==> config.mk <==
export PLATFORM = sky130hd
export DESIGN_NAME = fir41_outstage
export DESIGN_NICKNAME = d
export VERILOG_FILES = /design/src/hdl/fir41_pkg.sv /design/src/hdl/fir41_outstage.sv
export SDC_FILE = /design/constraint.sdc
export NUM_CORES = 1
export LEC_CHECK = 0
export BUFFER_PORTS_ARGS = -buffer_cell sky130_fd_sc_hd__buf_2
export CAP_MARGIN = 20
export CELL_PAD_IN_SITES_DETAIL_PLACEMENT = 0
export CELL_PAD_IN_SITES_GLOBAL_PLACEMENT = 1
export CORE_UTILIZATION = 30
export DETAILED_ROUTE_END_ITERATION = 16
export PLACE_DENSITY = 0.77
export SLEW_MARGIN = 0
export SYNTH_ARGS = -nofsm -noshare
export SYNTH_HDL_FRONTEND = slang
export SYNTH_SLANG_ARGS = --single-unit
==> constraint.sdc <==
create_clock -name i_clk -period 2.4 [get_ports i_clk]
set_input_delay 0.48 -clock i_clk [delete_from_list [all_inputs] [get_ports i_clk]]
set_output_delay 0.48 -clock i_clk [all_outputs]
set_load 0.01 [all_outputs]
==> src/hdl/fir41_pkg.sv <==
package fir41_pkg;

    // Defaults for the top-level parameters
    localparam int DEF_TAPS        = 41;
    localparam int DEF_SAMPLE_BITS = 12;
    localparam int DEF_COEF_BITS   = 16;

    // Result format
    localparam int OUT_BITS = 14;
    localparam int OUT_MAX  = 8191;
    localparam int OUT_MIN  = -8192;

    // Low-pass prototype, Q1.15, symmetric
    localparam int TABLE_LEN = 41;
    localparam int Q15_TABLE [TABLE_LEN] = '{
        -2, 4, 12, 29, 56, 98, 158, 240, 346, 476, 630, 805,
        998, 1200, 1403, 1599, 1777, 1928, 2042, 2113, 2138, 2113, 2042, 1928,
        1777, 1599, 1403, 1200, 998, 805, 630, 476, 346, 240, 158, 98,
        56, 29, 12, 4, -2
    };

    // Coefficient j rescaled to coef_bits; taps past the table are zero.
    // Narrower formats round half up.
    function automatic int coef_scaled(input int j, input int coef_bits);
        int c;
        int s;
        int half;
        c    = 0;
        s    = 0;
        half = 0;
        if (j < TABLE_LEN) begin
            c = Q15_TABLE[j];
            if (coef_bits >= 16) begin
                c = c * (1 << (coef_bits - 16));
            end else begin
                s    = 16 - coef_bits;
                half = (1 << s) >> 1;
                c    = (c + half) >>> s;
            end
        end
        return c;
    endfunction

endpackage

==> src/hdl/fir41_outstage.sv <==
module fir41_outstage #(
    parameter int COEF_BITS = 16,
    parameter int ACC_BITS  = 36
) (
    input  logic                        i_clk,
    input  logic                        i_rst_n,
    input  logic                        i_valid,
    input  logic signed [ACC_BITS-1:0]  i_acc,
    output logic                        o_ready,
    output logic                        o_valid,
    input  logic                        i_ready,
    output logic signed [fir41_pkg::OUT_BITS-1:0] o_filtered
);
    import fir41_pkg::*;

    localparam int FRAC_BITS = COEF_BITS - 1;
    localparam int SUM_BITS  = ACC_BITS + 1;

    logic signed [SUM_BITS-1:0] w_sum;
    logic signed [SUM_BITS-1:0] w_shift;
    logic signed [OUT_BITS-1:0] n_out;
    logic signed [OUT_BITS-1:0] r_out;
    logic                       r_valid;
    logic                       w_load;

    // round half up, then clamp
    assign w_sum   = SUM_BITS'(i_acc) + (SUM_BITS'(1) <<< (FRAC_BITS - 1));
    assign w_shift = w_sum >>> FRAC_BITS;

    always_comb begin
        if (w_shift > SUM_BITS'(OUT_MAX)) begin
            n_out = OUT_BITS'(OUT_MAX);
        end else if (w_shift < SUM_BITS'(OUT_MIN)) begin
            n_out = OUT_BITS'(OUT_MIN);
        end else begin
            n_out = w_shift[OUT_BITS-1:0];
        end
    end

    assign o_ready = !r_valid || i_ready;
    assign w_load  = i_valid && o_ready;

    always_ff @(posedge i_clk) begin
        if (!i_rst_n) begin
            r_valid <= 1'b0;
        end else if (o_ready) begin
            r_valid <= i_valid;
        end
    end

    always_ff @(posedge i_clk) begin
        if (w_load) begin
            r_out <= n_out;
        end
    end

    assign o_valid    = r_valid;
    assign o_filtered = r_out;
endmodule

==> metrics list <==
- Including well taps, the total number of placed cells is approximately 230.
* Detailed-routing iteration count for the pre-antenna-repair pass: 4
* Distinct cell type count after synthesis: 40
- Share of post-route cells with drive strength above 1: 47.06%
* Via count of the first global-routing pass: 1,047
- Relative to the synthesized area, the layout overhead comes to 45.14%.
- Summing all multi-input logic gate instances after layout gives 706.9 sq um.
* Number of enable-type register cells in the synthesized netlist: 14
- Synthesis inferred 15 register bits.
- Top area cells in the synthesized netlist: edfxtp_1, xnor2_1, nand4_1
* Number of vias after detailed routing: 1,149
- Summing every instance area after synthesis gives 0.001159 sq mm.
- Global-route wire length before repair: 4491 um
- Setup repair after global routing left no endpoint under its margin.
* Max clock buf depth: 2
* Routed met2 length: 1369 um
* Die Footprint: 0.004115 sq mm
- TritonCTS built the clock tree.
- Counting the buffers created by CTS gives 3.
* Required time of the critical path: 2.49 ns
- Input/output buffers: 41
- Area inside the core boundary: about 0.0037 sq mm
- After synthesis, the share of flip-flops with an asynchronous set or reset is 0%.
- Entering global routing, the biggest net connects 15 pins.
- Total power: 0.6722 mW
- Summing the areas of all compound-gate instances in the mapped netlist gives between 10% and 20% of the synthesized area.
- After synthesis, the largest family of logic cells by area is simple AND/OR/NAND/NOR gates.
- Summing the sequential cell areas from Yosys gives 38.01% of the chip area.
* Power density over the cells: 399.8 mW/mm^2
- Ranked by instance count, the synthesized netlist is headed by edfxtp_1, nand2_1, xnor2_1, nor2_1, nand3_1.
* Minimum clock period: 2.319 ns
- Count of pins over their slew limit: 0
- The synthesized netlist devotes 9.071% of its cell area to XOR and XNOR gates.
- Of all nets on the critical path, the largest fanout is 13.
- Post-synthesis cell type with the largest combined area: edfxtp_1
* Ant diodes: 0
- After floorplanning, the core was divided into 22 placement rows.
- Net count reported at finish: around 230
- The worst setup path is launched from an input pin.
- Warnings, synthesis: 0
* Routed via count divided by cell count: slightly below 5
- Share of synthesized cell area in and, or, nand and nor gates: 26.57%
* Area share of fa/ha/maj cells after synthesis: 1.080%
* Clock tree skew after final layout: 0.003602 ns
* Outcome: finished, final reports clean
* Syn nets: 162
- After clock tree synthesis, the setup repair step added 0 buffers.
* Post-detailed-placement half-perimeter wirelength: 2352 um
* Reg area: 440.4 sq um
* Drt total wl: 2822 um
- Dividing the synthesized area by the synthesized cell count gives about 9.6 sq um.
- Static timing analysis puts the maximum clock frequency at approximately 430 MHz.
- Min-delay worst type: input pin to register
* Synthesized instance count: 121
- Data arrival time at the worst-slack endpoint: 2.41 ns
* Overall die width: 64.15 um
- Number of DRC markers after the initial detailed-route iteration: 43
- Max-slew headroom: 61.88%
- Global routing finished with a remaining overflow of 0.
- After detailed routing, the met3 layer carries 154 um of wire.
- Clk pin slew, worst setup/hold paths: 0.06 ns
- In this run, post-CTS hold repair placed 0 buffers.
- For this run, design rule violations remaining after detail routing come to 0.
* Main flop type after synthesis: edfxtp_1
- Worst setup path category: input pin to register
- H-tree levels: 1
* Initial antenna violation count: 0
* Y dimension of the die: 64.15 um
* Top-level I/O count: 56
- The worst setup path is captured at a register.
- In the global route stage, overall resource usage came out at 13.97%.
- Synth top area share: between 30% and 40%
* Total count of hold-check failures in the final report: 0
- Fill count: 378
- Dividing the detail-routed wire length by the instance count gives 12.01 um.
- In the post-synthesis netlist, the cell with the most instances is edfxtp_1.
* Fin cells: 235
- Starting Density: a little under a third
* Leakage Power: 0.6784 nW
* Highest metal used: met4
- Clock sink count: 15
* Least-Margin Pin Slew: ~0.57 ns
- The worst path uses a little over nine tenths of the clock period.
- Number of maximum-capacitance violations: 0
* Cell at the root of the clock tree: clkbuf_8
- Met1 wire length: 1239 um
- Remaining antenna violation count: 0
* Setup violation total in the final timing report: 0
- The later pin in the worst-skew pair is clocked with a latency of about 0.24 ns.
- VDD sags by at most approximately 150 uV.
- Fraction of synthesized area in multiplexers: under 10%
* Placer's final routability congestion estimate: 0.7841
cells in the final DEF, fill, tap and decap left out, types with 3 or more instances in the layout:
cell and n:
a21oi_1 5, o21ai_1 4, clkbuf_8 3, inv_1 5, o31ai_1 3, a21oi_2 5, nand4_1 6, and3_1 4
xor2_1 3, o21ai_2 4, xnor2_1 9, nand3_1 6, nor2_1 8, buf_4 22, nor3_1 3, buf_2 41
nand2_1 9, edfxtp_1 14
where the power goes:
group	internal (mW)	switching (mW)
combinational	0.0802	0.0902
sequential	0.307	0.00326
clock	0.117	0.0742
cell families (layout without fill, tap and decap cells):
logic type | Yosys count | in the layout
adders and majority gates | 1 | 1
muxes | 2 | 2
and+or+nand+nor | 52 | 52
xor gates and xnor gates | 12 | 12
DFF | 15 | 15
buffers and inverters | 8 | 74
AOI/OAI and AO/OA | 31 | 31
flip-flops by register name (all words and copies together), names as in the netlist:
name / flops
o_filtered: 14
o_valid: 1
critical path: stages:
cell	delay, ns
buf_2	0.11
and4_4	0.25
nand2_1	0.09
nor4b_2	0.35
or4b_2	0.64
o21ai_2	0.10
a21oi_2	0.09
buf_12	0.17
o21ai_1	0.12
area by class of cell:
| class | count | share of cell area (%) |
|---|---|---|
| flip-flops and latches | 15 | 26.19 |
| multi-input cells | 98 | 42.04 |
| inverters | 5 | 1.116 |
| repair buffers | 65 | 24.40 |
| clock buffers | 4 | 2.679 |
| well taps | 48 | 3.571 |
per-layer routing:
metal / GRT usage [%] / vias to the layer above
met5: 0 / -
met3: 2.143 / 6
met4: 6.944 / 0
li1: - / 594
met1: 16.69 / 514
met2: 24.20 / 35
timing repair:
action                     in CTS  in global routing
pin swaps                       0                  2
setup endpoints to repair       7                 13
resized for setup               2                  6
metrics by stage:
| step | instance area (sq um) | setup WS [ns] | util [%] | hold WS (ns) | setup TNS (ns) |
|---|---|---|---|---|---|
| 6_report | 1682 | 0.08098 | 45.59 | 0.4905 | 0 |
| 4_1_cts | 1664 | 0.0003215 | 45.12 | 0.4872 | 0 |
| 2_1_floorplan | 1169 | -0.04733 | - | 0.6096 | -0.3753 |
| 3_5_place_dp | 1612 | -0.2564 | 43.69 | 0.5204 | -3.201 |
| 3_3_place_gp | 1612 | -0.2098 | 43.69 | 0.4989 | -2.603 |
| 5_1_grt | 1682 | 0.01075 | 45.59 | 0.4936 | 0 |
final timing paths:
check | startpoint | slack, ns | cells past startpoint | endpoint
setup / recovery | i_acc[15] | 0.08 | 9 | o_filtered[1]
hold / removal | i_rst_n | 0.49 | 2 | o_valid
hold reg to reg | o_valid | 0.52 | 2 | o_valid
setup reg to reg | o_valid | 1.14 | 2 | o_filtered[0]
No activity file was read; power rests on OpenSTA's default activity.
