$ cat config.mk
export PLATFORM = sky130hd
export DESIGN_NAME = fir41_cell
export DESIGN_NICKNAME = d
export VERILOG_FILES = /design/src/hdl/fir41_cell.sv
export SDC_FILE = /design/constraint.sdc
export NUM_CORES = 1
export LEC_CHECK = 0
export BUFFER_PORTS_ARGS = -buffer_cell sky130_fd_sc_hd__buf_2
export CORE_MARGIN = 2
export CORE_UTILIZATION = 43
export CTS_CLUSTER_DIAMETER = 30
export CTS_CLUSTER_SIZE = 30
export DETAILED_ROUTE_END_ITERATION = 8
export PLACE_DENSITY = 0.8
export SETUP_SLACK_MARGIN = 0.4
export SLEW_MARGIN = 5
export SYNTH_ARGS = -nofsm -noshare
export SYNTH_HDL_FRONTEND = slang
export SYNTH_SLANG_ARGS = --single-unit
$ cat constraint.sdc
create_clock -name i_clk -period 1.4 [get_ports i_clk]
set_clock_uncertainty 0.2 [all_clocks]
set_input_delay 0.07 -clock i_clk [delete_from_list [all_inputs] [get_ports i_clk]]
set_output_delay 0.07 -clock i_clk [all_outputs]
set_load 0.02 [all_outputs]
$ cat src/hdl/fir41_cell.sv
module fir41_cell #(
    parameter int SAMPLE_BITS = 12,
    parameter int COEF_BITS   = 16,
    parameter int ACC_BITS    = 36,
    parameter logic signed [COEF_BITS-1:0] COEF = '0
) (
    input  logic                       i_clk,
    input  logic                       i_rst_n,
    input  logic                       i_en,
    input  logic                       i_clear,
    input  logic [SAMPLE_BITS-1:0]     i_sample,
    input  logic signed [ACC_BITS-1:0] i_psum,
    output logic signed [ACC_BITS-1:0] o_psum
);
    localparam int PROD_BITS = SAMPLE_BITS + 1 + COEF_BITS;

    logic signed [SAMPLE_BITS:0]   w_x;
    logic signed [PROD_BITS-1:0]   w_prod;
    logic signed [ACC_BITS-1:0]    w_in;
    logic signed [ACC_BITS-1:0]    n_psum;
    logic signed [ACC_BITS-1:0]    r_psum;

    assign w_x    = signed'({1'b0, i_sample});
    assign w_prod = PROD_BITS'(w_x) * PROD_BITS'(COEF);
    // frame start: older samples count as zero
    assign w_in   = i_clear ? '0 : i_psum;
    assign n_psum = ACC_BITS'(w_prod) + w_in;

    always_ff @(posedge i_clk) begin
        if (!i_rst_n) begin
            r_psum <= '0;
        end else if (i_en) begin
            r_psum <= n_psum;
        end
    end

    assign o_psum = r_psum;
endmodule

==> results.md, run 1 <==
Outcome:
- The flow ran to the end, but the final reports show violations.
- The final reports fail on hold timing.

Route:
- The number of DRC violations after detailed routing is 0.
- Across all layers, the routed design uses 1571 vias.
- Once detail routing completed, the nets flagged for antenna violations numbered 0.
- For this block, the routed nets add up to 4780 um of wire.
- The average vias per placed instance is 4.97.
- The detailed-router iteration count before antenna repair is 4.
- For this block, the initial DRC count from the detailed router was 81.
- After detailed routing, the average wire length per cell comes to 15.1 um.

Layout:
- The footprint of the multi-input gates is 603 sq um.
- The filler cells instantiated in the layout total 183.
- The share of cells above drive strength 1 is 46.7%.
- The register area is 766 sq um.
- Once layout is complete, the cells apart from fillers number 316.
- The net count reported at finish is 323.
- The register with the most flip-flops in the layout has 36 of them.
- The number of diodes added for antenna fixing is 0.
- The area overhead of the layout relative to synthesis is 78.8%.

STA:
- Setup repair after global routing could not meet its margin everywhere.
- In the finished design, the share of the clock period the worst path needs comes to 77.9%.
- The tightest slew margin relative to the limit is 74.2%.
- The clock period could shrink to 1090 ps.
- The worst hold margin is -108 ps.
- The transition time of the tightest slew-check pin is 387 ps.
- The final-report setup violation count is 0.
- Static timing analysis puts the maximum clock frequency at 917 MHz.
- The total negative slack for setup checks is 0 ps.
- The final hold violation count was 7.
- The count of pins over their slew limit is 0.

Worst hold path:
- The endpoint of the worst hold-timing path is o_psum[34]$_SDFFE_PN0P_.
- The hold path startpoint is i_en.
- The min-delay analysis places its worst path in the category in2reg.
- Counting instances, the worst hold path has a depth of 3.

Yosys:
- The Yosys step of the flow raised 0 warnings.
- The number of nets handed over by synthesis was 212.
- Synthesis produced a netlist whose cell count is 160.
- Sorting the synthesized cells by how often they occur yields dfxtp_1 (36), nand2_1 (36), nand3b_1 (36), o21ai_1 (33), buf_2 (9).
- The synthesized area per cell is 8.93 sq um.
- The top cell type's share of synthesized area is 50.4%.
- For this run, asynchronously set or reset flops after synthesis account for 0%.
- The mapped netlist covers 1430 sq um.
- Sorting the synthesized cells by area gives the leading types as dfxtp_1 (50%), nand3b_1 (19%), o21ai_1 (12%).
- The largest total area in the synthesized netlist belongs to dfxtp_1.
- The synthesized design contains 0 enable-type register cells.
- In this run, synthesis produced a sequential element count of 36.
- Sequential elements use 50.4% of the synthesized area.
- Synthesis instantiated 10 different standard cells from the library.
- For this run, the leading register cell type out of synthesis is dfxtp_1.

Power and ir drop:
- Cell internal power was estimated by the tool at 1.78 mW.
- The power per standard cell area is 918 nW/um^2.
- The switching power total is 0.565 mW.
- The share of power burned in registers is 46.9%.
- Of the total power, the share spent switching nets is 24.1%.
- The analysis attributes to cell leakage a power of 1.11 nW.
- The highest ir drop seen on vdd is 0.632 mV.
- The fraction of power consumed by combinational cells is 18.2%.
- The part of the total power dissipated in the clock network is 34.8%.
- The design draws 2.35 mW.

Critical path:
- On the critical path the largest part of the delay comes from flip-flops.
- The worst register-to-register path begins at o_psum[27]$_SDFFE_PN0P_.
- The critical path goes through buf_6.
- Of all nets on the critical path, the largest fanout is 2.
- The number of buffer and inverter stages on the critical path is 1.
- The number of cells on the worst reg-to-reg path is 3.
- The endpoint of the lowest-slack register-to-register path is o_psum[27]$_SDFFE_PN0P_.
- The critical path startpoint category is a flip-flop.
- The kind of critical path is reg2out.
- The worst endpoint required time is 1130 ps.
- The slowest stage of the critical path belongs to the cell dfxtp_2.
- The arrival time of data at the critical path endpoint is 820 ps.
- The flop-to-flop setup slack is 460 ps.
- On the worst path, the slowest cell contributes a delay of 360 ps.
- STA classifies the critical path endpoint as an output port.

Clock tree:
- The latest clock arrival within the worst-skew pair is 340 ps.
- The buffer type at the clock tree root is clkbuf_4.
- TritonCTS built the clock tree.
- The TritonCTS buffer count is 5.
- The clock transition time at the flip-flop clock pins of the worst setup and hold paths is 110 ps.
- Hold repair after CTS inserted 37 buffers.
- The H-tree level count is 2.
- The CTS sink count is 36.
- The clock passes through at most 2 buffers.

Floorplanning:
- The number of top-level pins is 88.
- The die height is 61.6 um.
- The site row count is 20.
- The horizontal die dimension is 61.6 um.
- The placeable core area is 3100 sq um.
- The die area is 3800 sq um.
- For this configuration, the core starts out at a cell density of 46.0%.

Global routing:
- The number of global-route vias before repair came to 1504.
- The initial antenna violation count was 0.
- The global router's overall resource usage is 24.9%.
- The wire length of the first global-routing pass is 6760 um.
- Entering global routing, the biggest net connects 73 pins.
- The sum of overflow across all layers after global routing is 0.

Placement:
- After detailed placement, the design holds a cell count of 266.
- The congestion estimate from routability-driven global placement came to 0.661.
- The number of I/O port buffers is 75.
- After legalization and detailed placement, the total HPWL measured 2020 um.

Job:
- The number of maximum-capacitance violations is 0.
[kinds of logic after synthesis]
family                 synth area share (%)
AOI/OAI and AO/OA                      12.3
buffers and inverters                  7.35
DFF                                    50.4
and+or+nand+nor                        29.9
[stage by stage]
| step | hold WS [ps] | worst slack (ps) | util (%) | cell area, sq um |
|---|---|---|---|---|
| finish | -108 | 309 | 82.3 | 2550 |
| global route | -107 | 261 | 82.3 | 2550 |
| CTS | -129 | 298 | 81.6 | 2530 |
| detailed placement | 114 | 279 | 57.4 | 1780 |
| global placement | 107 | 287 | 57.4 | 1780 |
| floorplan | 2.58 | 561 | - | 1430 |
[worst min-delay path, stage by stage]
cell and delay (ps):
buf_2 180, nand4b_1 120, nand2_1 40
[final cells by class]
cell class,instances,share of cell area (%)
Clock buffer,7,2.55
Clock inverter,1,1.18
Multi-Input combinational cell,109,23.6
Sequential cell,36,30.0
Tap cell,44,2.15
Timing Repair Buffer,119,40.5
[power groups by stage]
stage	logic, mW	clock network [mW]	registers, mW
2_1_floorplan	0.125	0	1.16
3_3_place_gp	0.275	0	1.11
3_5_place_dp	0.276	0	1.11
4_1_cts	0.405	0.834	1.10
5_1_grt	0.453	0.877	1.11
6_report	0.427	0.818	1.10
[placed cells by master (no fill, tap or decap), drive strengths merged]
cell,count
clkbuf,7
dfxtp,36
dlygate4sd3,37
bufinv,1
buf,82
nand4b,1
o21ai,35
nand2b,1
nand2,36
nand3b,36
[repair_timing]
action / 4_1_cts / 5_1_grt
endpoints found under the setup margin: 36 / 36
hold endpoints to repair: 36 / 9
resized for setup: 108 / 0
setup buffers: 2 / 3
pin swaps: 0 / 0
gates cloned: 0 / 0
[how the worst max path moves through the flow]
stage | end | depth (start not counted) | start | slack [ps]
6_report | o_psum[6] | 1 | o_psum[6]$_SDFFE_PN0P_ | 310
5_1_grt | o_psum[32] | 1 | o_psum[32]$_SDFFE_PN0P_ | 260
4_1_cts | o_psum[13] | 1 | o_psum[13]$_SDFFE_PN0P_ | 300
3_5_place_dp | o_psum[4]$_SDFFE_PN0P_ | 4 | i_en | 280
3_3_place_gp | o_psum[0]$_SDFFE_PN0P_ | 4 | i_en | 290
2_1_floorplan | o_psum[10]$_SDFFE_PN0P_ | 2 | o_psum[10]$_SDFFE_PN0P_ | 560
[per-layer routing]
| layer | share of wire (%) | vias to the layer above | global-route usage [%] |
|---|---|---|---|
| met4 | 1.4 | 0 | 7.90 |
| met3 | 6.7 | 8 | 8.61 |
| met5 | 0 | - | 0 |
| met1 | 37 | 737 | 23.8 |
| li1 | - | 763 | - |
| met2 | 55 | 63 | 49.0 |
No activity file was read; power rests on OpenSTA's default activity.
==> inputs of run 2 (changes only) <==
- CORE_UTILIZATION: 43 -> 38
- PLACE_DENSITY: 0.8 -> 0.75
- clock period: 1.4 -> 1 ns (I/O delays scaled with it)
==> results.md, run 2 (synthesized netlist as in run 1, its figures left out) <==
Route:
- The detailed-router iteration count before antenna repair is 4.
- The number of DRC violations after detailed routing is 0.
- The detail route stage leaves a number of antenna-violating nets equal to 0.
- The routed design has 3390 um of wire.
- The routed layout has 1352 vias.
- In the final routed layout, each cell accounts on average for 12.1 um.
- The violation count after the first detailed-routing iteration is 62.
- The average vias per placed instance is 4.81.

Critical path:
- For this run, the slowest stage of the critical path takes 350 ps.
- The highest net fanout along the worst path is 2.
- The worst endpoint required time is 750 ps.
- The setup path with the least slack is of type reg2out.
- The arrival time of data at the critical path endpoint is 750 ps.
- The number of buffer and inverter stages on the critical path is 1.
- The critical path startpoint category is a flip-flop.
- The endpoint class of the critical path is an output port.
- The signal on the critical path passes through buf_6.
- The kind of cell adding the most delay to the critical path is flip-flops.
- The cell with the biggest individual delay on the critical path is dfxtp_4.

Layout:
- The area overhead of the layout relative to synthesis is 60.9%.
- The most common cell after layout, fill and taps aside is buf_2.
- The share of cells above drive strength 1 is 52.4%.
- The net count reported at finish is 284.
- The number of diodes added for antenna fixing is 0.
- In the layout the commonest cells are buf_2 (39), nand2_1 (36), nand3b_1 (36), dfxtp_4 (36), buf_6 (36).
- For this run, the share of the core covered by cells in the final layout is 63.3%.
- The final-layout fill cell count is 319.
- The register with the most flip-flops in the layout has 36 of them.
- The final standard cell count with taps included and fillers excluded is 281.

Floorplanning:
- The floorplan step set the die width to 65.3 um.
- The floorplan step defined a core boundary enclosing 3630 sq um.
- The die height is 65.3 um.
- The effective utilization at floorplan is 39.3%.
- The site row count is 22.
- For this design the top-level I/O count stands at 88.
- The die covers 4270 sq um.

Power and ir drop:
- The highest ir drop seen on vdd is 0.759 mV.
- For this design the ratio of total power to cell area is 1260 nW/um^2.
- The analysis attributes to cell leakage a power of 0.962 nW.

Clock tree:
- The clock passes through at most 2 buffers.
- The clock net in this run drives a total of 36 sinks.
- TritonCTS built the clock tree.
- The clock transition time at the flip-flop clock pins of the worst setup and hold paths is 70 ps.
- The buffer type at the clock tree root is clkbuf_8.
- Buffers inserted during clock tree synthesis total 5.
- The H-tree level count is 2.
- For the worst-skew pair, the clock arrives at the later sink with an insertion delay of 270 ps.

Global routing:
- The number of global-route vias before repair is 1365.
- The largest net degree at the start of global routing is 47.
- The first global-routing pass estimated 5820 um of wire.
- The initial antenna violation count is 0.
- After global routing the overflow that remains totals 0.
- The global router's overall resource usage is 17.2%.

STA:
- The tightest hold path in the finished design has a slack of -210 ps.
- The final period demand of the worst path is 1000 ps.
- The transition time of the tightest slew-check pin is 185 ps.
- Setup repair after global routing could not meet its margin everywhere.
- The final-report setup violation count is 2.
- The final worst-path setup slack is -0.876 ps.
- The tightest slew margin relative to the limit is 87.7%.
- The final critical-path share of the clock period is 100%.
- For this run, the top clock speed supported by timing is 999 MHz.
- The count of pins over their slew limit came to 0.
- The final hold violation count is 36.

Placement:
- The half-perimeter wire length of the detailed placement result is 2220 um.
- Prior to clock tree synthesis, the placed netlist has a worst setup slack of 81.2 ps.
- Routability-driven placement finished with a final weighted congestion of 0.693.
- Counting tap cells, the placed design contains a total of 273 instances.
- The number of I/O port buffers is 75.

Outcome:
- The final reports fail on hold timing, setup timing.
- The flow ran to the end, but the final reports show violations.

Worst hold path:
- The class of the tightest hold or removal check is in2reg.

Job:
- The tool flagged a number of max-cap violations equal to 0.
run 2: power by group:
group | switching [mW] | total (mW) | internal (mW) | leakage, nW
combinational | 0.233 | 0.488 | 0.255 | 0.601
sequential | 0.0397 | 1.48 | 1.44 | 0.320
clock | 0.454 | 0.938 | 0.484 | 0.0399
run 2: cell type report:
class                      count  area, sq um  share of cell area, %
sequential                    36          856                   37.2
timing repair buffer          80          701                   30.5
multi-input combinational    109          603                   26.2
clock buffer                   7         76.3                   3.32
tap                           48         60.1                   2.61
clock inverter                 1         3.75                  0.163
run 2: worst paths after layout:
kind                            from                       to  slack [ps]  depth (start not counted)
max           o_psum[1]$_SDFFE_PN0P_                o_psum[1]        -0.9                          1
min                        i_psum[3]   o_psum[3]$_SDFFE_PN0P_        -210                          3
max reg2reg   o_psum[6]$_SDFFE_PN0P_   o_psum[6]$_SDFFE_PN0P_         190                          2
min reg2reg  o_psum[26]$_SDFFE_PN0P_  o_psum[26]$_SDFFE_PN0P_         290                          2
run 2: layer usage:
metal / vias to the layer above / part of all wire (%) / GRT usage (%)
li1: 690 / - / -
met1: 606 / 43 / 20.2
met2: 52 / 49 / 29.7
met3: 4 / 7.1 / 5.48
met4: 0 / 1.2 / 5.47
met5: - / 0 / 0
run 2: what timing repair did:
action | CTS | global route
setup endpoints to repair | 72 | 72
pin swaps | 1 | 0
buffers inserted | 0 | 0
endpoints found under the hold margin | 36 | 36
resized for setup | 72 | 0
run 2: stage by stage:
stage / total power [mW] / hold slack [ps] / setup TNS [ps] / instance area [sq um]
4_1_cts: 2.95 / -220 / -216 / 2300
6_report: 2.90 / -210 / -1.60 / 2300
2_1_floorplan: 1.76 / -27.6 / 0 / 1590
3_3_place_gp: 1.91 / 77.2 / 0 / 1990
5_1_grt: 3.07 / -217 / -654 / 2300
3_5_place_dp: 1.92 / 80.8 / 0 / 1990
